## config.mk

```make
export PLATFORM = sky130hd
export DESIGN_NAME = pstat_cmd_queue
export DESIGN_NICKNAME = d
export VERILOG_FILES = /design/src/design/pstat_pkg.sv /design/src/design/pstat_cmd_queue.sv
export SDC_FILE = /design/constraint.sdc
export NUM_CORES = 1
export LEC_CHECK = 0
export ABC_AREA = 1
export BUFFER_PORTS_ARGS = -buffer_cell sky130_fd_sc_hd__buf_2
export CORE_MARGIN = 1
export CORE_UTILIZATION = 30
export CTS_CLUSTER_SIZE = 28
export DETAILED_ROUTE_END_ITERATION = 7
export GPL_TIMING_DRIVEN = 1
export SLEW_MARGIN = 15
export SYNTH_ARGS = -nofsm -noshare
export SYNTH_HDL_FRONTEND = slang
export SYNTH_SLANG_ARGS = --single-unit
```

## constraint.sdc

```tcl
create_clock -name clk -period 5 [get_ports clk]
set_input_delay 0.5 -clock clk [delete_from_list [all_inputs] [get_ports clk]]
set_output_delay 0.5 -clock clk [all_outputs]
set_load 0.1 [all_outputs]
```

## src/design/pstat_pkg.sv

```systemverilog
// Shared types, codes and widths of the primitive statistics counter.
// No dependencies; every other design file imports this package.
package pstat_pkg;

    localparam int CNT_W      = 32;   // vertex and primitive count width
    localparam int CTR_W      = 48;   // statistics counter width
    localparam int FRAMES_W   = 32;
    localparam int CFG_IDX_W  = 2;
    localparam int CFG_DATA_W = 32;
    localparam int Q_DEPTH    = 4;    // command queue between front and back
    localparam int OUT_DEPTH  = 2;    // result queue
    localparam int NUM_SLOTS  = 4;

    // register indexes of the configuration port
    localparam logic [CFG_IDX_W-1:0] REG_COUNTING_EN = 2'd0;
    localparam logic [CFG_IDX_W-1:0] REG_RESTART_EN  = 2'd1;
    localparam logic [CFG_IDX_W-1:0] REG_RESTART_IDX = 2'd2;

    // counter slots
    localparam logic [1:0] SLOT_POINTS = 2'd0;
    localparam logic [1:0] SLOT_LINES  = 2'd1;
    localparam logic [1:0] SLOT_TRIS   = 2'd2;
    localparam logic [1:0] SLOT_VERTS  = 2'd3;

    // primitive modes
    localparam logic [3:0] MODE_VERTICES   = 4'd0;
    localparam logic [3:0] MODE_POINTS     = 4'd1;
    localparam logic [3:0] MODE_LINES      = 4'd2;
    localparam logic [3:0] MODE_LINE_LOOP  = 4'd3;
    localparam logic [3:0] MODE_LINE_STRIP = 4'd4;
    localparam logic [3:0] MODE_TRIS       = 4'd5;
    localparam logic [3:0] MODE_TRI_STRIP  = 4'd6;
    localparam logic [3:0] MODE_FAN        = 4'd7;
    localparam logic [3:0] MODE_QUADS      = 4'd8;
    localparam logic [3:0] MODE_QUAD_STRIP = 4'd9;
    localparam logic [3:0] MODE_POLYGON    = 4'd10;
    localparam logic [3:0] MODE_LINES_ADJ  = 4'd11;
    localparam logic [3:0] MODE_STRIP_ADJ  = 4'd12;
    localparam logic [3:0] MODE_TRIS_ADJ   = 4'd13;
    localparam logic [3:0] MODE_TSTRIP_ADJ = 4'd14;

    typedef enum logic [2:0] {
        CMD_DRAW        = 3'd0,
        CMD_DRAW_ARRAYS = 3'd1,
        CMD_BEGIN       = 3'd2,
        CMD_END         = 3'd3,
        CMD_ARRAY_ELEM  = 3'd4,
        CMD_FRAME_END   = 3'd5,
        CMD_CLEAR       = 3'd6
    } cmd_t;

    // what the back end does with a queued word
    typedef enum logic [1:0] {
        OP_NONE  = 2'd0,
        OP_COUNT = 2'd1,
        OP_FRAME = 2'd2,
        OP_CLEAR = 2'd3
    } op_t;

    // classified command: up to two batches in one mode
    typedef struct packed {
        op_t              op;
        logic             drawn;
        logic [3:0]       mode;
        logic [CNT_W-1:0] n1;
        logic [CNT_W-1:0] n2;
    } cmd_entry_t;

    typedef struct packed {
        logic [CTR_W-1:0]    points;
        logic [CTR_W-1:0]    lines;
        logic [CTR_W-1:0]    tris;
        logic [CTR_W-1:0]    verts;
        logic [FRAMES_W-1:0] frames;
        logic [CNT_W-1:0]    added;
    } result_t;

endpackage

```

## src/design/pstat_cmd_queue.sv

```systemverilog
// Short word queue between the front end and the counting back end.
// Uses pstat_pkg for the word type and depth.
module pstat_cmd_queue
    import pstat_pkg::*;
(
    input  logic       clk,
    input  logic       rst_n,
    input  logic       wr_en,
    input  cmd_entry_t wr_data,
    output logic       full,
    input  logic       rd_en,
    output cmd_entry_t rd_data,
    output logic       empty
);

    localparam int PTR_W = $clog2(Q_DEPTH);
    localparam int CNT_QW = $clog2(Q_DEPTH + 1);

    cmd_entry_t        mem [Q_DEPTH];
    logic [PTR_W-1:0]  wr_ptr_reg, rd_ptr_reg;
    logic [CNT_QW-1:0] count_reg;

    assign full    = (count_reg == CNT_QW'(Q_DEPTH));
    assign empty   = (count_reg == '0);
    assign rd_data = mem[rd_ptr_reg];

    always_ff @(posedge clk)
    begin
        if (wr_en)
            mem[wr_ptr_reg] <= wr_data;
    end

    always_ff @(posedge clk or negedge rst_n)
    begin
        if (!rst_n)
        begin
            wr_ptr_reg <= '0;
            rd_ptr_reg <= '0;
            count_reg  <= '0;
        end
        else
        begin
            if (wr_en)
                wr_ptr_reg <= wr_ptr_reg + PTR_W'(1);
            if (rd_en)
                rd_ptr_reg <= rd_ptr_reg + PTR_W'(1);
            count_reg <= count_reg + CNT_QW'(wr_en) - CNT_QW'(rd_en);
        end
    end

endmodule

```

==> results.sh <==
export IMPL_netlist_top_cells_count="nand2_1 (366), inv_1 (296), edfxtp_1 (284), nand3_1 (143), buf_2 (21)"
export IMPL_drv_slew=0
export IMPL_synthesis_area_um2=12290
export IMPL_die_y_um=204.4
export IMPL_layout_drive_gt1_share_pct=15.76
export IMPL_ys_seq_area_share_pct=70.79
export IMPL_grt_busiest_layer="met2"
export IMPL_crit_chain="inv_4 > buf_4 > nand2_1 > nand3_1 > nand2_1 > buf_2"
export IMPL_postRouteAntennaNets=0
export IMPL_wl_um=26480
export IMPL_required_ns=4.50
export IMPL_holdWs_ns=0.1987
export IMPL_cts_tree="yes"
export IMPL_hpwl_um=15380
export IMPL_reg2regPathDepth=5
export IMPL_slew_headroom_pct=31.73
export IMPL_ys_types=17
export IMPL_worstSetupEndpointType="primary output"
export IMPL_cts_sinks=291
export IMPL_clock_latency_ns=0.51
export IMPL_root_buffer="clkbuf_16"
export IMPL_synth_most_common_cell="nand2_1"
export IMPL_finClkSkew_ns=0.01484
export IMPL_ys_seq_elements=291
export IMPL_drc=0
export IMPL_overflow=0
export IMPL_cp_common_cell="nand2_1"
export IMPL_final_nets=1386
export IMPL_post_place_ws_ns=1.551
export IMPL_yosys_warnings=0
export IMPL_avgRoutedWirePerCell_um=14.31
export IMPL_hold_viol=0
export IMPL_setup_tns_ns=0
export IMPL_post_cts_setup_buffers=0
export IMPL_yosys_area_top_type_share_pct=69.37
export IMPL_fmax_mhz=256.8
export IMPL_dpl_cell_area_um2=13520
export IMPL_async_flop_share_pct=2.405
export IMPL_syn_area_per_cell_um2=10.62
export IMPL_clockBufferDepth=3
export IMPL_path_clk_slew_ns=0.05
export IMPL_synth_edf_count=284
export IMPL_outcome="finished, final reports clean"
export IMPL_use_met2_pct=22.31
export IMPL_path_class="flip-flop to primary output"
export IMPL_io_pins=148
export IMPL_fp_row_count=73
export IMPL_largest_reg_flops=284
export IMPL_area_growth_synth_to_final_pct=18.61
export IMPL_drt_iter0_drc=381
export IMPL_drv_cap=0
export IMPL_ctsHtreeMaxLevel=2
export IMPL_antenna_found_initial=3
export IMPL_grt_max_degree=96
export IMPL_dieArea_um2=41790
export IMPL_setup_violations=0
export IMPL_grt_pass1_wl_um=41370
export IMPL_synth_area_leader_cell="edfxtp_1"
export IMPL_critPathArrivalTime_ns=3.39
export IMPL_hp_class="primary input to flip-flop"
export IMPL_min_period_over_period_pct=77.89
export IMPL_dr_pass1_iters=4
export IMPL_vias=7825
export IMPL_routed_via_density=4.227
export IMPL_dieWidth_um=204.4
export IMPL_final_setup_worst_slack_ns=1.105
export IMPL_synth_fp_nets=1240
export IMPL_synth_ff_type="edfxtp_1"
export IMPL_place_gp_congestion=0.7369
export IMPL_holdPathStages=1
export IMPL_worstPathMaxFanout=95
export IMPL_use_met1_pct=15.86
export IMPL_grt_use_met3_pct=2.742
export IMPL_grt_use_total_pct=12.95
export IMPL_numCtsBuffers=34
export IMPL_grt_pass1_vias=7873
export IMPL_slowest_delay_ns=1.06
export IMPL_start_util_pct=30.66
export IMPL_min_period_ns=3.895
export IMPL_port_buffers=147
export IMPL_cp_start_kind="flip-flop"
export IMPL_diodes=0
export IMPL_fin_area_um2=14580
export IMPL_worst_pin_slew_ns=1.024
export IMPL_core_area_um2=40100
export IMPL_rsz0062_at_grt="no"
export IMPL_syn_inst=1158
export IMPL_synth_area_top_cells="edfxtp_1 (69%), nand2_1 (11%), inv_1 (9.0%)"
export IMPL_cpMaxStageDelayCell="dfrtp_4"
==> final timing paths <==
path | from | to | slack (ns)
worst max register to register | wr_ptr_reg[0] | mem[0][38] | 2.65
worst min register to register | wr_ptr_reg[0] | wr_ptr_reg[0] | 0.53
worst max-delay path | rd_ptr_reg[0] | rd_data[10] | 1.11
min in group asynchronous | rst_n | count_reg[2] | 0.38
max in group asynchronous | rst_n | rd_ptr_reg[1] | 4.43
worst min-delay path | wr_data[58] | mem[3][58] | 0.20
==> final cells by class <==
class                           count  area (um^2)
Multi-Input combinational cell    522         2225
Tap cell                          525        656.9
Clock buffer                       43        925.9
Inverter                          298         1127
Fill cell                        3936        25510
Clock inverter                     15        123.9
Timing Repair Buffer              157        813.3
Sequential cell                   291         8711
==> timing repair <==
action	in CTS	in global routing
hold buffers	1	0
hold endpoints to repair	7	0
gates resized for setup	0	0
==> cells by family after synthesis <==
logic type	Yosys count	share of synthesized area, %
compound gates	1	0.04067
flops	291	70.79
simple gates	511	17.07
xor+xnor	3	0.2138
buf+inv	345	11.11
fa+ha+maj	7	0.7734
==> per-layer routing <==
layer  vias up  wire (um)
li1       3891          -
met4         4        573
met3        42       1230
met2       165      13130
met1      3723      11520
met5         -         27
==> critical path, delay by kind of cell, from the launching register on <==
family	cells	cell delay, ns
buf+inv	3	1.48
flops	1	1.06
simple gates	3	0.27
==> metrics by stage <==
step / instances / util, %
after CTS: 1851 / 36.37
after global routing: 1851 / 36.37
after floorplan: 1158 / -
after global placement: 1792 / 33.73
final: 1851 / 36.37
after detailed placement: 1792 / 33.73
==> placed cells by master (no fill, tap or decap), drive strengths merged <==
cell	count
edfxtp	284
buf	156
nor3	1
nand2	366
dlygate4sd3	1
dfrtp	7
bufinv	2
clkbuf	43
o21ai	1
nand3	143
xor2	3
fa	1
clkinv	16
nor2	1
inv	295
ha	6
Power is left out: the tool's default activity adds up to more than one toggle a clock period on the data nets, which glitch-free logic cannot reach.
