`config.mk`:
```
export PLATFORM = sky130hd
export DESIGN_NAME = pstat_front
export DESIGN_NICKNAME = d
export VERILOG_FILES = /design/src/design/pstat_pkg.sv /design/src/design/pstat_front.sv
export SDC_FILE = /design/constraint.sdc
export NUM_CORES = 1
export LEC_CHECK = 0
export ABC_CLOCK_PERIOD_IN_PS = 12590
export BUFFER_PORTS_ARGS = -buffer_cell sky130_fd_sc_hd__buf_2
export CAP_MARGIN = 15
export CORE_MARGIN = 5
export CORE_UTILIZATION = 55
export CTS_CLUSTER_DIAMETER = 100
export DETAILED_ROUTE_END_ITERATION = 12
export GPL_TIMING_DRIVEN = 1
export PLACE_DENSITY = 0.82
export SLEW_MARGIN = 20
export SYNTH_ARGS = -nofsm -noshare
export SYNTH_HDL_FRONTEND = slang
export SYNTH_SLANG_ARGS = --single-unit
```
`constraint.sdc`:
```
create_clock -name clk -period 12.59 [get_ports clk]
set_input_delay 1.259 -clock clk [delete_from_list [all_inputs] [get_ports clk]]
set_output_delay 1.259 -clock clk [all_outputs]
set_load 0.02 [all_outputs]
```
`src/design/pstat_pkg.sv`:
```
// Shared types, codes and widths of the primitive statistics counter.
// No dependencies; every other design file imports this package.
package pstat_pkg;

    localparam int CNT_W      = 32;   // vertex and primitive count width
    localparam int CTR_W      = 48;   // statistics counter width
    localparam int FRAMES_W   = 32;
    localparam int CFG_IDX_W  = 2;
    localparam int CFG_DATA_W = 32;
    localparam int Q_DEPTH    = 4;    // command queue between front and back
    localparam int OUT_DEPTH  = 2;    // result queue
    localparam int NUM_SLOTS  = 4;

    // register indexes of the configuration port
    localparam logic [CFG_IDX_W-1:0] REG_COUNTING_EN = 2'd0;
    localparam logic [CFG_IDX_W-1:0] REG_RESTART_EN  = 2'd1;
    localparam logic [CFG_IDX_W-1:0] REG_RESTART_IDX = 2'd2;

    // counter slots
    localparam logic [1:0] SLOT_POINTS = 2'd0;
    localparam logic [1:0] SLOT_LINES  = 2'd1;
    localparam logic [1:0] SLOT_TRIS   = 2'd2;
    localparam logic [1:0] SLOT_VERTS  = 2'd3;

    // primitive modes
    localparam logic [3:0] MODE_VERTICES   = 4'd0;
    localparam logic [3:0] MODE_POINTS     = 4'd1;
    localparam logic [3:0] MODE_LINES      = 4'd2;
    localparam logic [3:0] MODE_LINE_LOOP  = 4'd3;
    localparam logic [3:0] MODE_LINE_STRIP = 4'd4;
    localparam logic [3:0] MODE_TRIS       = 4'd5;
    localparam logic [3:0] MODE_TRI_STRIP  = 4'd6;
    localparam logic [3:0] MODE_FAN        = 4'd7;
    localparam logic [3:0] MODE_QUADS      = 4'd8;
    localparam logic [3:0] MODE_QUAD_STRIP = 4'd9;
    localparam logic [3:0] MODE_POLYGON    = 4'd10;
    localparam logic [3:0] MODE_LINES_ADJ  = 4'd11;
    localparam logic [3:0] MODE_STRIP_ADJ  = 4'd12;
    localparam logic [3:0] MODE_TRIS_ADJ   = 4'd13;
    localparam logic [3:0] MODE_TSTRIP_ADJ = 4'd14;

    typedef enum logic [2:0] {
        CMD_DRAW        = 3'd0,
        CMD_DRAW_ARRAYS = 3'd1,
        CMD_BEGIN       = 3'd2,
        CMD_END         = 3'd3,
        CMD_ARRAY_ELEM  = 3'd4,
        CMD_FRAME_END   = 3'd5,
        CMD_CLEAR       = 3'd6
    } cmd_t;

    // what the back end does with a queued word
    typedef enum logic [1:0] {
        OP_NONE  = 2'd0,
        OP_COUNT = 2'd1,
        OP_FRAME = 2'd2,
        OP_CLEAR = 2'd3
    } op_t;

    // classified command: up to two batches in one mode
    typedef struct packed {
        op_t              op;
        logic             drawn;
        logic [3:0]       mode;
        logic [CNT_W-1:0] n1;
        logic [CNT_W-1:0] n2;
    } cmd_entry_t;

    typedef struct packed {
        logic [CTR_W-1:0]    points;
        logic [CTR_W-1:0]    lines;
        logic [CTR_W-1:0]    tris;
        logic [CTR_W-1:0]    verts;
        logic [FRAMES_W-1:0] frames;
        logic [CNT_W-1:0]    added;
    } result_t;

endpackage

```
`src/design/pstat_front.sv`:
```
// Front end: configuration registers, begin/end block tracking and restart
// splitting; turns each accepted command into a queue word. Uses pstat_pkg.
module pstat_front
    import pstat_pkg::*;
(
    input  logic                  clk,
    input  logic                  rst_n,
    input  logic                  cfg_we,
    input  logic [CFG_IDX_W-1:0]  cfg_idx,
    input  logic [CFG_DATA_W-1:0] cfg_data,
    input  logic                  accept,
    input  logic [2:0]            cmd,
    input  logic [3:0]            prim_mode,
    input  logic [30:0]           vertex_count,
    input  logic [30:0]           first_vertex,
    input  logic [31:0]           element_index,
    input  logic                  drawn_now,
    output cmd_entry_t            entry
);

    logic             counting_en_reg;
    logic             restart_en_reg;
    logic [31:0]      restart_idx_reg;
    logic             in_block_reg, in_block_next;
    logic [CNT_W-1:0] pending_reg, pending_next;
    logic [3:0]       block_mode_reg, block_mode_next;

    logic [CNT_W-1:0] count_ext, first_ext, end_idx, n_head, n_tail;
    logic             split, elem_restart;

    function automatic logic [CNT_W-1:0] sat_add(input logic [CNT_W-1:0] a,
                                                 input logic [CNT_W-1:0] b);
        logic [CNT_W:0] s;
        s = {1'b0, a} + {1'b0, b};
        return s[CNT_W] ? '1 : s[CNT_W-1:0];
    endfunction

    assign count_ext    = CNT_W'(vertex_count);
    assign first_ext    = CNT_W'(first_vertex);
    assign end_idx      = first_ext + count_ext;
    assign split        = restart_en_reg && !restart_idx_reg[31] &&
                          (restart_idx_reg >= first_ext) && (restart_idx_reg < end_idx);
    assign n_head       = restart_idx_reg - first_ext;
    assign n_tail       = end_idx - restart_idx_reg - CNT_W'(1);
    assign elem_restart = restart_en_reg && (restart_idx_reg == element_index);

    always_comb
    begin
        entry           = '{op: OP_NONE, drawn: drawn_now, mode: prim_mode, n1: '0, n2: '0};
        in_block_next   = in_block_reg;
        pending_next    = pending_reg;
        block_mode_next = block_mode_reg;
        unique case (cmd_t'(cmd)) inside
            CMD_DRAW, CMD_DRAW_ARRAYS:
            begin
                if (counting_en_reg)
                begin
                    if (cmd_t'(cmd) == CMD_DRAW_ARRAYS && split)
                    begin
                        if (in_block_reg)
                            pending_next = sat_add(pending_reg, count_ext - CNT_W'(1));
                        else
                        begin
                            entry.op = OP_COUNT;
                            entry.n1 = n_head;
                            entry.n2 = n_tail;
                        end
                    end
                    else if (in_block_reg)
                        pending_next = sat_add(pending_reg, count_ext);
                    else
                    begin
                        entry.op = OP_COUNT;
                        entry.n1 = count_ext;
                    end
                end
            end
            CMD_BEGIN:
            begin
                in_block_next   = 1'b1;
                pending_next    = '0;
                block_mode_next = prim_mode;
            end
            CMD_END:
            begin
                if (counting_en_reg)
                begin
                    in_block_next   = 1'b0;
                    entry.op        = OP_COUNT;
                    entry.mode      = block_mode_reg;
                    entry.n1        = pending_reg;
                    block_mode_next = MODE_VERTICES;
                    pending_next    = '0;
                end
            end
            CMD_ARRAY_ELEM:
            begin
                if (elem_restart)
                begin
                    if (in_block_reg)
                    begin
                        if (counting_en_reg)
                        begin
                            entry.op   = OP_COUNT;
                            entry.mode = block_mode_reg;
                            entry.n1   = pending_reg;
                        end
                        pending_next = '0;
                    end
                end
                else if (counting_en_reg)
                begin
                    if (in_block_reg)
                        pending_next = sat_add(pending_reg, CNT_W'(1));
                    else
                    begin
                        entry.op   = OP_COUNT;
                        entry.mode = MODE_VERTICES;
                        entry.n1   = CNT_W'(1);
                    end
                end
            end
            CMD_FRAME_END: entry.op = OP_FRAME;
            CMD_CLEAR:     entry.op = OP_CLEAR;
            default:       entry.op = OP_NONE;
        endcase
    end

    always_ff @(posedge clk or negedge rst_n)
    begin
        if (!rst_n)
        begin
            counting_en_reg <= 1'b0;
            restart_en_reg  <= 1'b0;
            restart_idx_reg <= '0;
            in_block_reg    <= 1'b0;
            pending_reg     <= '0;
            block_mode_reg  <= MODE_VERTICES;
        end
        else
        begin
            if (cfg_we)
            begin
                unique case (cfg_idx)
                    REG_COUNTING_EN: counting_en_reg <= cfg_data[0];
                    REG_RESTART_EN:  restart_en_reg  <= cfg_data[0];
                    REG_RESTART_IDX: restart_idx_reg <= cfg_data;
                    default:         ;
                endcase
            end
            if (accept)
            begin
                in_block_reg   <= in_block_next;
                pending_reg    <= pending_next;
                block_mode_reg <= block_mode_next;
            end
        end
    end

endmodule

```
==> reports/qor.log <==
[cells_and_area] fraction of final layout cells with drive strength greater than 1 0.141
[floorplanning] num ports 211
[routing] wire length per cell 20.3 um
[timing] Slew Limit Headroom 0.304
[cts] post-CTS setup repair buffer count 0
[grt] initial antenna violation count 0
[pwr] part of the total power dissipated in combinational logic 0.715
[logic_synthesis] number of enable-type register cells in the synthesized netlist 0
[cells_and_area] area used by sequential logic in the layout 1780 um2
[place] Placement Setup Slack 4460 ps
[timing] Final Cycle Share 0.657
[cells_and_area] top library cells by usage in the layout, fill and taps aside 208 x sky130_fd_sc_hd__buf_2, 192 x sky130_fd_sc_hd__a21oi_1, 190 x sky130_fd_sc_hd__ha_1
[place] cell area reported after detailed placement 15600 um2
[logic_synthesis] dominant combinational cell family by area after synthesis compound AO/OA/AOI/OAI gates
[cts] Inserted Clock Buffers 9
[place] number of input and output port buffers inserted 208
[place] final estimated routing congestion in global placement 0.995
[min_path] classification of the worst-slack hold path register to register
[grt] GRT overflow 0
[cts] Root Buffer Master sky130_fd_sc_hd__clkbuf_16
[cts] post-CTS sizing 0
[timing] number of failing setup endpoints in the final timing report 0
[place] HPWL after detailed placement 40.5 mm
[pwr] switching share of power 0.526
[cts] clock latency at the later pin of the worst-skew pair 350 ps
[cells_and_area] final net count 2441
[worst_setup_path] biggest fanout along the worst timing path 48
[cells_and_area] ANT cells 0
[timing] number of pins with negative max-slew slack in the final report 0
[logic_synthesis] post-synthesis instance area 14400 um2
[logic_synthesis] area fraction in compound gates after synthesis 0.300
[floorplanning] overall die area 29400 um2
[logic_synthesis] asr flop ratio synth 1.00
[logic_synthesis] Seq cells post-synth 71
[cts] clock transition at the registers of the reported paths 60 ps
[logic_synthesis] post-synthesis area per instance 7.39 um2
[routing] DRT Pass-1 Iters 5
[logic_synthesis] Yosys warning total 0
[cts] number of sinks handled by clock tree synthesis 71
[routing] Final Routed Wirelength 49.6 mm
[routing] 1st-iter DRT viols 1584
[timing] Peak Freq 0.121 GHz
[logic_synthesis] Post-Syn Instances 1943
[grt] first-pass GRT wire length 76.9 mm
[floorplanning] core outline area 25900 um2
[floorplanning] Site Rows 59
[worst_setup_path] Arrival @ worst endpoint 7010 ps
[cells_and_area] leading cell type in the layout, fill and taps excluded sky130_fd_sc_hd__buf_2
[floorplanning] Chip Width 172 um
[logic_synthesis] adder and majority cell fraction of the synthesized area 0.173
[logic_synthesis] Netlist cell types 81
[routing] number of antenna-violating nets in the routed design 0
[worst_setup_path] required time of the worst setup path 11330 ps
[routing] via count of the routed design 15539
[pwr] Reg power frac 0.183
[worst_setup_path] kind of capture point of the worst setup path primary output
[logic_synthesis] share of the yosys chip area belonging to registers 0.124
[routing] post-DR vias/cell 6.35
[worst_setup_path] worst setup path class input port to primary output
[routing] final routed DRC violation total 0
[floorplanning] Die Span Y 172 um
[pwr] maximum VDD drop 86.9 uV
[timing] Hold Fails Final Rpt 0
[pwr] share of total power in the clock network 0.103
[timing] min setup slack post-route 4320 ps
[logic_synthesis] Post-Synth Simple-Gate Area 0.193
[job] number of max-cap violations 0
[grt] vias in the first global route 14858
[cells_and_area] cell area after layout 15900 um2
[cells_and_area] area of the multi-input gates 11800 um2
[logic_synthesis] mux cell area share after synthesis 0.0379
[timing] Least-Margin Pin Slew 1040 ps
[cts] buffer depth of the longest clock path 2
[timing] clock period minus worst slack 8270 ps
[pwr] Power Dens Cells 170 nW/um2
[outcome] result of the run finished, final reports clean
[pwr] internal power consumption 1.28 mW
[cells_and_area] area added between synthesis and finish 10.7%
[timing] maximum clock skew at final layout 8.17 ps
[worst_setup_path] startpoint class of the critical path input port
[timing] RSZ-0062 raised after global routing no
[pwr] switching power 1.43 mW
[cts] number of H-tree branching levels 3
[logic_synthesis] post-synth net total 2278
[grt] GRT Util Overall 0.326
[cts] cts-stage hold buffer count 0
[timing] setup TNS 0 ps
[logic_synthesis] Main synth FF type sky130_fd_sc_hd__dfrtp_1
[grt] maximum number of pins on one net before global-route repair 72
[pwr] leakage power figure 7.57 nW
[cells_and_area] Layout fillers 2374
[logic_synthesis] XOR/XNOR Fraction of Synth Area 0.117
[cts] TritonCTS clock tree built
[floorplanning] effective utilization at floorplan 0.554
==> critical path, stage by stage <==
cell and delay, ps:
sky130_fd_sc_hd__buf_2 170, sky130_fd_sc_hd__ha_1 370, sky130_fd_sc_hd__a21oi_1 150, sky130_fd_sc_hd__o21ai_0 150, sky130_fd_sc_hd__o41ai_1 440, sky130_fd_sc_hd__a21boi_0 190
sky130_fd_sc_hd__a221oi_1 400, sky130_fd_sc_hd__a31oi_1 270, sky130_fd_sc_hd__a211oi_1 270, sky130_fd_sc_hd__o21bai_1 120, sky130_fd_sc_hd__xor2_1 170, sky130_fd_sc_hd__ha_1 390
sky130_fd_sc_hd__nand4_1 200, sky130_fd_sc_hd__nor2_1 110, sky130_fd_sc_hd__a211oi_1 230, sky130_fd_sc_hd__nand2_1 100, sky130_fd_sc_hd__a31o_2 280, sky130_fd_sc_hd__nor3_4 210
sky130_fd_sc_hd__buf_4 330, sky130_fd_sc_hd__nand2_2 60, sky130_fd_sc_hd__buf_4 300, sky130_fd_sc_hd__or4b_1 550, sky130_fd_sc_hd__nand3_1 90, sky130_fd_sc_hd__buf_2 160
==> per-stage QoR <==
stage,cells,hold WS (ps),util,total power [mW]
floorplan,1943,466,-,1.88
global placement,2430,485,0.602,2.32
detailed placement,2430,493,0.602,2.36
CTS,2446,518,0.614,2.65
global route,2446,542,0.614,2.91
finish,2446,519,0.614,2.71
==> final timing paths <==
kind	from	end	slack [ps]	depth (start not counted)
setup / recovery	vertex_count[10]	entry[29]	4320	24
hold / removal	block_mode_reg[1]$_DFFE_PN0P_	block_mode_reg[1]$_DFFE_PN0P_	520	1
setup reg to reg	restart_idx_reg[31]$_DFFE_PN0P_	pending_reg[25]$_DFFE_PN0P_	7760	9
hold reg to reg	block_mode_reg[1]$_DFFE_PN0P_	block_mode_reg[1]$_DFFE_PN0P_	520	1
max in group asynchronous	rst_n	pending_reg[6]$_DFFE_PN0P_	10770	2
min in group asynchronous	rst_n	restart_idx_reg[2]$_DFFE_PN0P_	1100	2
==> synth_stat cells (31+ instances only) <==
cell,n,share of area
sky130_fd_sc_hd__xnor2_1,117,0.071
sky130_fd_sc_hd__mux2_2,35,0.027
sky130_fd_sc_hd__ha_1,190,0.17
sky130_fd_sc_hd__o21ai_0,138,0.048
sky130_fd_sc_hd__nor3_1,45,0.016
sky130_fd_sc_hd__a211oi_1,31,0.016
sky130_fd_sc_hd__xor2_1,74,0.045
sky130_fd_sc_hd__a21oi_1,192,0.067
sky130_fd_sc_hd__nor2_1,162,0.042
sky130_fd_sc_hd__nand2_1,139,0.036
sky130_fd_sc_hd__a21o_1,72,0.038
sky130_fd_sc_hd__dfrtp_1,71,0.12
sky130_fd_sc_hd__inv_1,134,0.035
sky130_fd_sc_hd__nand3_1,45,0.016
sky130_fd_sc_hd__clkbuf_1,36,0.0094
==> power by group through the flow <==
stage	logic, mW	clock network [mW]	registers [mW]
3_5_place_dp	1.87	0	0.486
4_1_cts	1.89	0.279	0.482
2_1_floorplan	1.49	0	0.396
5_1_grt	2.13	0.288	0.500
6_report	1.93	0.278	0.495
3_3_place_gp	1.84	0	0.481
==> layout make-up <==
type | instances | area share
Timing Repair Buffer | 217 | 0.0697
Multi-Input combinational cell | 1673 | 0.741
Inverter | 134 | 0.0316
Tap cell | 335 | 0.0264
Clock buffer | 12 | 0.0149
Sequential cell | 71 | 0.112
Clock inverter | 4 | 0.00441
==> routing by layer <==
metal,track usage,wire length (um),vias to the layer above
met5,0,0,-
met4,0.121,1770,0
met3,0.0303,4420,110
met2,0.534,22700,808
met1,0.446,20700,7203
li1,-,-,7418
==> logic make-up (layout without fill, tap and decap cells) <==
logic type      Yosys count  count (layout)
compound gates          666             666
xor+xnor                191             191
fa+ha+maj               195             195
simple gates            571             571
buf+inv                 199             367
flops                    71              71
mux                      50              50
Note: power is estimated with default switching activity, not from simulation.
